==> config.mk <==
export PLATFORM = sky130hd
export DESIGN_NAME = triac_phase_angle_dimmer
export DESIGN_NICKNAME = d
export VERILOG_FILES = /design/src/hw/rtl/tpad_pkg.sv /design/src/hw/rtl/tpad_cfg.sv /design/src/hw/rtl/tpad_core.sv /design/src/hw/rtl/triac_phase_angle_dimmer.sv
export SDC_FILE = /design/constraint.sdc
export NUM_CORES = 2
export LEC_CHECK = 0
export ABC_AREA = 1
export BUFFER_PORTS_ARGS = -buffer_cell sky130_fd_sc_hd__buf_2
export CELL_PAD_IN_SITES_DETAIL_PLACEMENT = 0
export CELL_PAD_IN_SITES_GLOBAL_PLACEMENT = 1
export CORE_UTILIZATION = 40
export CTS_CLUSTER_SIZE = 12
export DETAILED_ROUTE_END_ITERATION = 8
export PLACE_DENSITY_LB_ADDON = 0.1
export SYNTH_ARGS = -nofsm -noshare
export SYNTH_HDL_FRONTEND = slang
export SYNTH_SLANG_ARGS = --single-unit
==> constraint.sdc <==
create_clock -name i_clk -period 17.44 [get_ports i_clk]
set_clock_uncertainty 0.15 [all_clocks]
set_input_delay 3.488 -clock i_clk [delete_from_list [all_inputs] [get_ports i_clk]]
set_output_delay 3.488 -clock i_clk [all_outputs]
set_load 0.01 [all_outputs]
==> src/hw/rtl/tpad_pkg.sv <==
// Shared types and constants for the triac phase-angle dimmer.
// Holds request/result structs, command codes, register indexes and mapping constants.
// No dependencies.
package tpad_pkg;

    localparam int TICK_W      = 16;
    localparam int POWER_SCALE = 100;

    // Reciprocal of the power scale, rounded up, for an exact truncating divide
    localparam int RECIP_SHIFT = 32;
    localparam int RECIP_W     = RECIP_SHIFT + 1;
    localparam logic [RECIP_W-1:0] RECIP =
        RECIP_W'(((64'd1 << RECIP_SHIFT) + 64'(POWER_SCALE) - 64'd1) / 64'(POWER_SCALE));
    localparam int SPAN_W      = 16 + RECIP_W;

    // Gap timer stops at the smaller of its own maximum and 16 bits
    localparam logic [TICK_W-1:0] GAP_SAT =
        (TICK_W < 16) ? {TICK_W{1'b1}} : TICK_W'(17'h0FFFF);

    typedef enum logic [2:0] {
        KIND_TICK       = 3'd0,
        KIND_ZERO_CROSS = 3'd1,
        KIND_SET_POWER  = 3'd2,
        KIND_STEP_UP    = 3'd3,
        KIND_STEP_DOWN  = 3'd4,
        KIND_SET_ON     = 3'd5,
        KIND_TOGGLE     = 3'd6
    } t_kind;

    localparam logic [2:0] CFG_POWER_STEP    = 3'd0;
    localparam logic [2:0] CFG_DELAY_AT_ZERO = 3'd1;
    localparam logic [2:0] CFG_DELAY_AT_FULL = 3'd2;
    localparam logic [2:0] CFG_GAP_LIMIT     = 3'd3;
    localparam logic [2:0] CFG_POWER_FLOOR   = 3'd4;
    localparam logic [2:0] CFG_POWER_CEILING = 3'd5;

    typedef struct packed {
        logic [2:0]        kind;
        logic signed [7:0] power_value;
        logic              on_value;
    } t_in_item;

    typedef struct packed {
        logic        gate;
        logic        missed_zero_cross;
        logic [15:0] missed_total;
        logic [6:0]  reported_power;
        logic        is_on;
        logic [15:0] firing_delay_now;
    } t_out_item;

    typedef struct packed {
        logic [6:0]        power_step;
        logic [15:0]       delay_at_zero;
        logic [15:0]       delay_at_full;
        logic [15:0]       gap_limit;
        logic [6:0]        power_floor;
        logic [6:0]        power_ceiling;
        logic              span_neg;
        logic [SPAN_W-1:0] span_scaled;
    } t_cfg;

endpackage

==> src/hw/rtl/tpad_cfg.sv <==
// Configuration registers of the dimmer and the pre-scaled delay span.
// Depends on tpad_pkg.
module tpad_cfg
    import tpad_pkg::*;
(
    input  logic        i_clk,
    input  logic        i_rst_n,
    input  logic        i_wr_en,
    input  logic [2:0]  i_wr_index,
    input  logic [15:0] i_wr_data,
    output t_cfg        o_cfg
);

    localparam logic [SPAN_W-1:0] SPAN_RESET = SPAN_W'(16'd47000) * SPAN_W'(RECIP);

    logic [6:0]        r_power_step;
    logic [15:0]       r_delay_at_zero;
    logic [15:0]       r_delay_at_full;
    logic [15:0]       r_gap_limit;
    logic [6:0]        r_power_floor;
    logic [6:0]        r_power_ceiling;
    logic              r_span_neg;
    logic [SPAN_W-1:0] r_span_scaled;

    logic              n_span_neg;
    logic [15:0]       n_span_abs;
    logic [SPAN_W-1:0] n_span_scaled;

    always_comb begin
        n_span_neg    = r_delay_at_full < r_delay_at_zero;
        n_span_abs    = n_span_neg ? (r_delay_at_zero - r_delay_at_full)
                                   : (r_delay_at_full - r_delay_at_zero);
        n_span_scaled = SPAN_W'(n_span_abs) * SPAN_W'(RECIP);
    end

    always_ff @(posedge i_clk) begin
        if (!i_rst_n) begin
            r_power_step    <= 7'd10;
            r_delay_at_zero <= 16'd47500;
            r_delay_at_full <= 16'd500;
            r_gap_limit     <= 16'd50025;
            r_power_floor   <= 7'd0;
            r_power_ceiling <= 7'd100;
            r_span_neg      <= 1'b1;
            r_span_scaled   <= SPAN_RESET;
        end else begin
            r_span_neg    <= n_span_neg;
            r_span_scaled <= n_span_scaled;
            if (i_wr_en) begin
                unique case (i_wr_index)
                    CFG_POWER_STEP:    r_power_step    <= i_wr_data[6:0];
                    CFG_DELAY_AT_ZERO: r_delay_at_zero <= i_wr_data;
                    CFG_DELAY_AT_FULL: r_delay_at_full <= i_wr_data;
                    CFG_GAP_LIMIT:     r_gap_limit     <= i_wr_data;
                    CFG_POWER_FLOOR:   r_power_floor   <= i_wr_data[6:0];
                    CFG_POWER_CEILING: r_power_ceiling <= i_wr_data[6:0];
                    default: ;
                endcase
            end
        end
    end

    assign o_cfg = '{
        power_step:    r_power_step,
        delay_at_zero: r_delay_at_zero,
        delay_at_full: r_delay_at_full,
        gap_limit:     r_gap_limit,
        power_floor:   r_power_floor,
        power_ceiling: r_power_ceiling,
        span_neg:      r_span_neg,
        span_scaled:   r_span_scaled
    };

endmodule

==> src/hw/rtl/tpad_core.sv <==
// Dimmer state and the single-pass update for one request.
// Depends on tpad_pkg; configuration comes from tpad_cfg.
module tpad_core
    import tpad_pkg::*;
(
    input  logic      i_clk,
    input  logic      i_rst_n,
    input  logic      i_en,
    input  t_in_item  i_item,
    input  t_cfg      i_cfg,
    output t_out_item o_result
);

    logic [6:0]        r_power;
    logic              r_on;
    logic [15:0]       r_delay;
    logic [TICK_W-1:0] r_countdown;
    logic              r_armed;
    logic              r_gate;
    logic [TICK_W-1:0] r_gap;
    logic [15:0]       r_skip;

    logic [6:0]        n_power;
    logic              n_on;
    logic [15:0]       n_delay;
    logic [TICK_W-1:0] n_countdown;
    logic              n_armed;
    logic              n_gate;
    logic [TICK_W-1:0] n_gap;
    logic [15:0]       n_skip;
    logic              n_missed;

    logic signed [8:0]   clamp_in;
    logic [6:0]          clamp_out;
    logic [TICK_W-1:0]   load_val;
    logic [6:0]          map_in;
    logic [SPAN_W+6:0]   map_prod;
    logic [23:0]         map_q;
    logic signed [25:0]  map_sum;
    logic [15:0]         map_out;
    logic                delay_upd;

    // Candidate power before clamping
    always_comb begin
        case (i_item.kind)
            KIND_SET_POWER: clamp_in = {i_item.power_value[7], i_item.power_value};
            KIND_STEP_UP:   clamp_in = $signed({2'b00, r_power})
                                     + $signed({2'b00, i_cfg.power_step});
            KIND_STEP_DOWN: clamp_in = $signed({2'b00, (r_on ? r_power : 7'd0)})
                                     - $signed({2'b00, i_cfg.power_step});
            default:        clamp_in = '0;
        endcase
        // Ceiling checked first: when they cross, inputs above the ceiling get the ceiling, the rest the floor
        if (clamp_in > $signed({2'b00, i_cfg.power_ceiling})) begin
            clamp_out = i_cfg.power_ceiling;
        end else if (clamp_in < $signed({2'b00, i_cfg.power_floor})) begin
            clamp_out = i_cfg.power_floor;
        end else begin
            clamp_out = clamp_in[6:0];
        end
    end

    always_comb begin
        n_power     = r_power;
        n_on        = r_on;
        n_countdown = r_countdown;
        n_armed     = r_armed;
        n_gate      = r_gate;
        n_gap       = r_gap;
        n_skip      = r_skip;
        n_missed    = 1'b0;
        load_val    = TICK_W'(r_delay);
        if (load_val == '0) begin
            load_val = TICK_W'(1);
        end

        case (i_item.kind)
            KIND_TICK: begin
                if (r_gap < GAP_SAT) begin
                    n_gap = r_gap + TICK_W'(1);
                end
                if (r_countdown != '0) begin
                    n_countdown = r_countdown - TICK_W'(1);
                    if (n_countdown == '0 && r_on && r_armed) begin
                        n_armed = 1'b0;
                        n_gate  = 1'b1;
                    end
                end
            end
            KIND_ZERO_CROSS: begin
                n_gate = 1'b0;
                if (r_on) begin
                    n_countdown = load_val;
                    n_armed     = 1'b1;
                end
                if (32'(r_gap) >= 32'(i_cfg.gap_limit)) begin
                    n_missed = 1'b1;
                    if (r_skip != 16'hFFFF) begin
                        n_skip = r_skip + 16'd1;
                    end
                end
                n_gap = '0;
            end
            KIND_SET_POWER: n_power = clamp_out;
            KIND_STEP_UP: begin
                if (r_on) begin
                    n_power = clamp_out;
                end
            end
            KIND_STEP_DOWN: n_power = clamp_out;
            KIND_SET_ON:    n_on    = i_item.on_value;
            KIND_TOGGLE:    n_on    = !r_on;
            default: ;
        endcase
    end

    // Linear delay map: zero + sign * trunc(power * |span| / scale), saturated
    always_comb begin
        map_in   = n_on ? n_power : 7'd0;
        map_prod = (SPAN_W+7)'(map_in) * (SPAN_W+7)'(i_cfg.span_scaled);
        map_q    = map_prod[RECIP_SHIFT +: 24];
        if (i_cfg.span_neg) begin
            map_sum = $signed({10'd0, i_cfg.delay_at_zero}) - $signed({2'b00, map_q});
        end else begin
            map_sum = $signed({10'd0, i_cfg.delay_at_zero}) + $signed({2'b00, map_q});
        end
        if (map_sum < 0) begin
            map_out = '0;
        end else if (map_sum > 26'sd65535) begin
            map_out = 16'hFFFF;
        end else begin
            map_out = map_sum[15:0];
        end
        delay_upd = (n_on != r_on) || (n_on && (n_power != r_power));
        n_delay   = delay_upd ? map_out : r_delay;
    end

    always_ff @(posedge i_clk) begin
        if (!i_rst_n) begin
            r_power     <= '0;
            r_on        <= 1'b0;
            r_delay     <= 16'd1;
            r_countdown <= '0;
            r_armed     <= 1'b0;
            r_gate      <= 1'b0;
            r_gap       <= '0;
            r_skip      <= '0;
        end else if (i_en) begin
            r_power     <= n_power;
            r_on        <= n_on;
            r_delay     <= n_delay;
            r_countdown <= n_countdown;
            r_armed     <= n_armed;
            r_gate      <= n_gate;
            r_gap       <= n_gap;
            r_skip      <= n_skip;
        end
    end

    assign o_result = '{
        gate:              n_gate,
        missed_zero_cross: n_missed,
        missed_total:      n_skip,
        reported_power:    n_on ? n_power : 7'd0,
        is_on:             n_on,
        firing_delay_now:  n_delay
    };

`ifndef SYNTHESIS
    a_gate_rises_on_tick: assert property (@(posedge i_clk) disable iff (!i_rst_n)
        $rose(r_gate) |-> $past(i_en && i_item.kind == KIND_TICK))
        else $error("gate rose on a request other than a tick");

    a_armed_gate_exclusive: assert property (@(posedge i_clk) disable iff (!i_rst_n)
        r_armed |-> !r_gate)
        else $error("countdown armed while gate is already high");

    a_skip_monotonic: assert property (@(posedge i_clk) disable iff (!i_rst_n)
        $past(i_rst_n) |-> r_skip >= $past(r_skip))
        else $error("missed-pulse count went down");

    a_gap_cleared: assert property (@(posedge i_clk) disable iff (!i_rst_n)
        (i_en && i_item.kind == KIND_ZERO_CROSS) |=> r_gap == '0)
        else $error("gap timer not cleared after zero-cross");
`endif

endmodule

==> src/hw/rtl/triac_phase_angle_dimmer.sv <==
// Triac phase-angle dimmer top level: request register, update stage, result register.
// tpad_core is the update stage; a request waits in the request register on a stall.
// Throughput: one request per cycle when not stalled, set by the single update stage.
// Reset (synchronous, active low) empties both registers and restores state and config.
// Depends on tpad_pkg, tpad_cfg and tpad_core.
module triac_phase_angle_dimmer
    import tpad_pkg::*;
(
    input  logic        i_clk,
    input  logic        i_rst_n,
    input  logic        i_in_valid,
    output logic        o_in_ready,
    input  t_in_item    i_in_data,
    output logic        o_out_valid,
    input  logic        i_out_ready,
    output t_out_item   o_out_data,
    input  logic        i_cfg_valid,
    output logic        o_cfg_ready,
    input  logic [2:0]  i_cfg_index,
    input  logic [15:0] i_cfg_data
);

    logic      r_in_vld;
    t_in_item  r_in;
    logic      r_out_vld;
    t_out_item r_out;

    logic      advance;
    logic      proc;
    t_cfg      cfg;
    t_out_item result;

    assign advance     = !r_out_vld || i_out_ready;
    assign proc        = r_in_vld && advance;
    assign o_in_ready  = !r_in_vld || advance;
    assign o_cfg_ready = 1'b1;

    tpad_cfg u_cfg (
        .i_clk      (i_clk),
        .i_rst_n    (i_rst_n),
        .i_wr_en    (i_cfg_valid),
        .i_wr_index (i_cfg_index),
        .i_wr_data  (i_cfg_data),
        .o_cfg      (cfg)
    );

    tpad_core u_core (
        .i_clk    (i_clk),
        .i_rst_n  (i_rst_n),
        .i_en     (proc),
        .i_item   (r_in),
        .i_cfg    (cfg),
        .o_result (result)
    );

    always_ff @(posedge i_clk) begin
        if (!i_rst_n) begin
            r_in_vld  <= 1'b0;
            r_out_vld <= 1'b0;
        end else begin
            if (o_in_ready) begin
                r_in_vld <= i_in_valid;
            end
            if (advance) begin
                r_out_vld <= r_in_vld;
            end
        end
        // Payload: load on request, hold while stalled
        if (i_in_valid && o_in_ready) begin
            r_in <= i_in_data;
        end
        if (proc) begin
            r_out <= result;
        end
    end

    assign o_out_valid = r_out_vld;
    assign o_out_data  = r_out;

endmodule
**After elaboration in Yosys (flattened, before gate mapping)**

Index checks and enable logic that the tools add are counted.

- Latch bits: 0
- Bits in read-only memories: 0
- Register bits after elaboration: 249
- Memory bits (writable): 0
- Input bits: 36
- Memories: 0
- Word-level logic and storage cells: 121
- Output and inout bits: 45

- Mux-type cells: 30
- Multipliers: 2
- Reduce and logical (&&, ||, !) cells: 27
- Div/mod/pow operators: 0
- Bitwise gates (word level): 0
- Eq/ne operators: 18
- Shifts and indexed selects: 0
- Magnitude comparators: 7
- Add/sub/neg operators: 9

Operators by type and width:

| cell | number |
|---|---|
| $mux W16 | 11 |
| $pmux W16 S2 | 2 |
| $mul A7 B49 Y56 | 1 |
| $mul A16 B26 Y42 const B | 1 |
| $mux W7 | 5 |
| $add A16 B1 Y16 const B | 2 |
| $logic_not A16 Y1 | 2 |
| $sub A16 B16 Y16 | 2 |
| $pmux W9 S3 | 1 |
| $gt A26 B17 Y1 const B | 1 |
| $lt A26 B1 Y1 const B | 1 |
| $mux W26 | 1 |
| $add A16 B24 Y25 | 1 |
| $sub A16 B24 Y25 | 1 |
| $ge A16 B16 Y1 | 1 |
| $lt A16 B16 Y1 | 1 |
| $lt A16 B16 Y1 const B | 1 |
| $ne A16 B16 Y1 const B | 1 |
| $reduce_bool A16 Y1 | 1 |
| $sub A16 B1 Y16 const B | 1 |
| $eq A3 B3 Y1 const B | 5 |
| $pmux W7 S2 | 1 |
| $eq A3 B2 Y1 const B | 4 |
| $reduce_and A2 Y1 | 6 |
| 19 further kinds | 39 |

**Longest topological paths before layout**

- Depth in word-level cells: 16
- Gate-level depth with buffers: 74
- Gate-level depth less buffers: 71

**Cells and area by module**

From an unflattened synthesis, not the netlist that was laid out.

- Cells, all modules: 4530
- Area total of the unflattened synthesis: 32946.6 sq um

Modules (own cells, without submodules):

| module | area each (sq um) | cells each | times used |
|---|---|---|---|
| tpad_core | 18415.2 | 2734 | 1 |
| tpad_cfg | 12803.5 | 1727 | 1 |
| triac_phase_angle_dimmer | 1727.9 | 69 | 1 |

**Worst setup path after synthesis**

No wires, ideal clock.

- Path type: flip-flop to flip-flop
- Start point: reg u_core.r_on
- End point: reg r_out (netlist bit o_out_data[1]), data pin
- Required time: 17.037 ns
- Setup time: 0.253 ns
- Slack: 7.138 ns
- Cell stages (with the launch flop): 68
- Data arrival time: 9.898 ns
- Path through: dfxtp_1 > clkbuf_1 > nand2_1 > ha_1 > inv_1 > fa_1 > a221oi_1 > inv_1 > ha_1 > nand2_1 > nor2_1 > nand2_1 > nand3_1 > nand2_1 > nand2_1 > nand2_1 > nand2_1 > nand2_1 > [... 32 more ...] > nand2_1 > nor3_1 > a21oi_1 > o21ai_0 > a21oi_1 > inv_1 > a21oi_1 > o31ai_1 > nand3_1 > nand3_1 > o21ai_0 > nor2_1 > nand3_1 > nand2_2 > buf_4 > nand3_1 > nand2_1 > nand2_1

RTL lines:

| item | RTL line | source |
|---|---|---|
| start, declared | tpad_core.sv:15 | `logic r_on;` |
| start signal, assigned | tpad_core.sv:150 | `r_on <= n_on;` |
| end signal, assigned | triac_phase_angle_dimmer.sv:73 | `r_out <= result;` |
| end, declared | triac_phase_angle_dimmer.sv:26 | `t_out_item r_out;` |

==> impl_metrics.py <==
metrics = {
    "outcome": {
        "status": "finished, final reports clean",
    },
    "global_route": {
        "grt_max_degree": 80,
        "antenna_found_initial": 0,
        "track_usage": 0.235,
        "grt_pass1_vias": 24700,
        "grt-ovfl-total": 0,
        "grt_pass1_wl_um": 138000,
    },
    "drt": {
        "routed_wl_um": 86400,
        "vias": 24300,
        "wl_per_cell_um": 17.9,
        "drc": 0,
        "ant_nets": 0,
        "dr.first_iter.drc_count": 1423,
        "vias_per_cell": 5.04,
        "drt_pass1_iterations": 5,
    },
    "die": {
        "io_pins": 81,
        "die_y_um": 274,
        "coreArea_mm2": 0.0730,
        "die_w_um": 274,
        "num_rows": 99,
        "initial_core_util": 0.404,
        "die-area_mm2": 0.0748,
    },
    "yosys": {
        "synth_nets": 4517,
        "ys_warn_count": 0,
        "synth.cell_area_mm2": 0.0295,
        "avgSynthCellArea_um2": 7.76,
        "netlist_top_cells_area": "fa_1 (22%), ha_1 (15%), dfxtp_1 (13%)",
        "yosys.area.top_type": "fa_1",
        "synthFlopType": "dfxtp_1",
        "synth_edf_count": 54,
        "synthCells": 3803,
        "synth_top_area_frac": 0.221,
        "async_flop_share": 0,
        "synth.distinct_cells": 65,
        "ys_seq_area_frac": 0.183,
        "ys_seq_elements": 242,
    },
    "setup_path": {
        "cp_slowest_cell": "dfxtp_1",
        "required_ns": 17.62,
        "startpoint_type": "register",
        "slowest_delay_ns": 0.73,
        "cp_max_fo": 33,
        "crit_type": "reg2reg",
        "r2r_cells": 63,
        "crit_top_cell": "nand2_1",
        "worstSetupEndpointType": "register",
        "cp.arrival_ns": 12.63,
    },
    "sta": {
        "fmax_mhz": 80.3,
        "rsz0062_at_grt": "no",
        "finalSetupViolCount": 0,
        "slew_headroom": 0.246,
        "post-route-period-util": 0.714,
        "hold_violations": 0,
        "maxSlewViolCount": 0,
        "fin_crit_ns": 12.45,
        "tightest_slew_ns": 1.12,
        "fin_tns_setup_ns": 0,
    },
    "cts": {
        "cts_setup_buffers": 0,
        "cts_tree": "done",
        "cts_hold_buf": 0,
        "cts_buffers": 30,
        "cts_resized": 0,
        "clk_pin_slew_ns": 0.06,
        "clk_latency_ns": 0.59,
        "clockBufferDepth": 3,
        "htree_levels": 1,
        "clkSinkCount": 242,
        "clockRootBuffer": "clkbuf_16",
    },
    "finish": {
        "n_antenna_cell": 0,
        "area.growth.synth_to_final_pct": 8.11,
        "multiInputGateArea_mm2": 0.0208,
        "finalNetCount": 4565,
        "drive_gt1_frac": 0.0516,
        "finalNonFillerCells": 4833,
        "regArea_mm2": 0.00539,
        "final_cell_area_mm2": 0.0319,
        "n_fill_cell": 7596,
    },
    "place": {
        "place_inst": 4778,
        "place_congestion": 0.896,
        "io_buffers": 79,
        "place_area_mm2": 0.0309,
        "hpwl_um": 72000,
    },
    "worst_hold_path": {
        "hold_path_depth": 2,
        "worst_hold_path_type": "reg2reg",
    },
    "run": {
        "cap_violations": 0,
    },
}
==> flip-flops by register name, indices dropped and copies added, names as in the netlist, 12 cells and up <==
register and count:
u_core.r_delay 16, u_cfg.r_span_scaled 42, u_core.r_gap 16, u_core.r_countdown 16, u_cfg.r_gap_limit 16, u_core.r_skip 16, u_cfg.r_delay_at_full 16, o_out_data 42
r_in 12, u_cfg.r_delay_at_zero 16
==> through the flow <==
| stage | hold WS [ns] | setup slack (ns) | utilization |
|---|---|---|---|
| 4_1_cts | 0.317 | 5.03 | 0.437 |
| 3_3_place_gp | 0.305 | 5.17 | 0.424 |
| 5_1_grt | 0.349 | 4.00 | 0.437 |
| 6_report | 0.312 | 4.99 | 0.437 |
| 2_1_floorplan | 0.285 | 7.14 | - |
| 3_5_place_dp | 0.306 | 5.08 | 0.424 |
==> path summary, 6_finish.rpt <==
| check | start | end | slack [ns] |
|---|---|---|---|
| min reg2reg | u_cfg.r_gap_limit[10] | u_cfg.r_gap_limit[10] | 0.31 |
| max reg2reg | u_core.r_on | o_out_data[1] | 4.99 |
| max | u_core.r_on | o_out_data[1] | 4.99 |
| min | u_cfg.r_gap_limit[10] | u_cfg.r_gap_limit[10] | 0.31 |
==> cells in the final DEF (no fill, tap or decap), drive strengths merged, types with 55 or more instances in the layout <==
master	count
fa	326
dfxtp	188
ha	352
inv	776
nand2	552
nand3	112
o21ai	228
nor2	428
xor2	55
buf	101
a21oi	327
==> logic make-up (layout without fill, tap and decap cells) <==
family / Yosys count / after routing / synth area share
AOI/OAI and AO/OA: 743 / 743 / 0.144
xor gates and xnor gates: 69 / 69 / 0.0205
adders and majority gates: 678 / 678 / 0.371
buffers and inverters: 863 / 934 / 0.111
DFF: 242 / 242 / 0.183
muxes: 1 / 1 / 0.000339
other: 1 / 1 / 0.000127
and+or+nand+nor: 1206 / 1206 / 0.171
==> routing by layer <==
layer  wire (µm)  vias up  track usage  share of wire
met2       37200      410        0.365           0.43
met5           0        -            0              0
met1       43500    11600        0.343           0.50
met3        3660      101       0.0325          0.042
li1            -    12300            -              -
met4        1990        0       0.0522          0.023
==> synth_stat cells, types with 14 or more instances <==
master    count
a21oi_1     324
a31oi_1      19
clkbuf_1     64
dfxtp_1     188
edfxtp_1     54
fa_1        326
ha_1        352
inv_1       766
nand2_1     533
nand3_1     108
nand4_1      29
nor2_1      426
nor3_1       47
nor4_1       16
o211ai_1     36
o21a_1       34
o21ai_0     219
o21bai_1     17
xnor2_1      14
xor2_1       55
==> critical path: cells and delay by family, from the launching register on <==
family          cells  cell delay, ns
compound gates     12            2.40
xor+xnor            1            0.26
fa+ha+maj           9            3.66
buf+inv             9            0.97
flops               1            0.73
simple gates       32            3.99
==> final cells by class <==
| class | count | share of cell area |
|---|---|---|
| clock buffers | 45 | 0.0262 |
| clock inverters | 10 | 0.00455 |
| inverters | 778 | 0.0916 |
| multi-input cells | 2698 | 0.653 |
| flip-flops and latches | 242 | 0.169 |
| well taps | 959 | 0.0376 |
| repair buffers | 101 | 0.0177 |
Power is left out: the tool's default activity adds up to more than one toggle a clock period on the data nets, which glitch-free logic cannot reach.
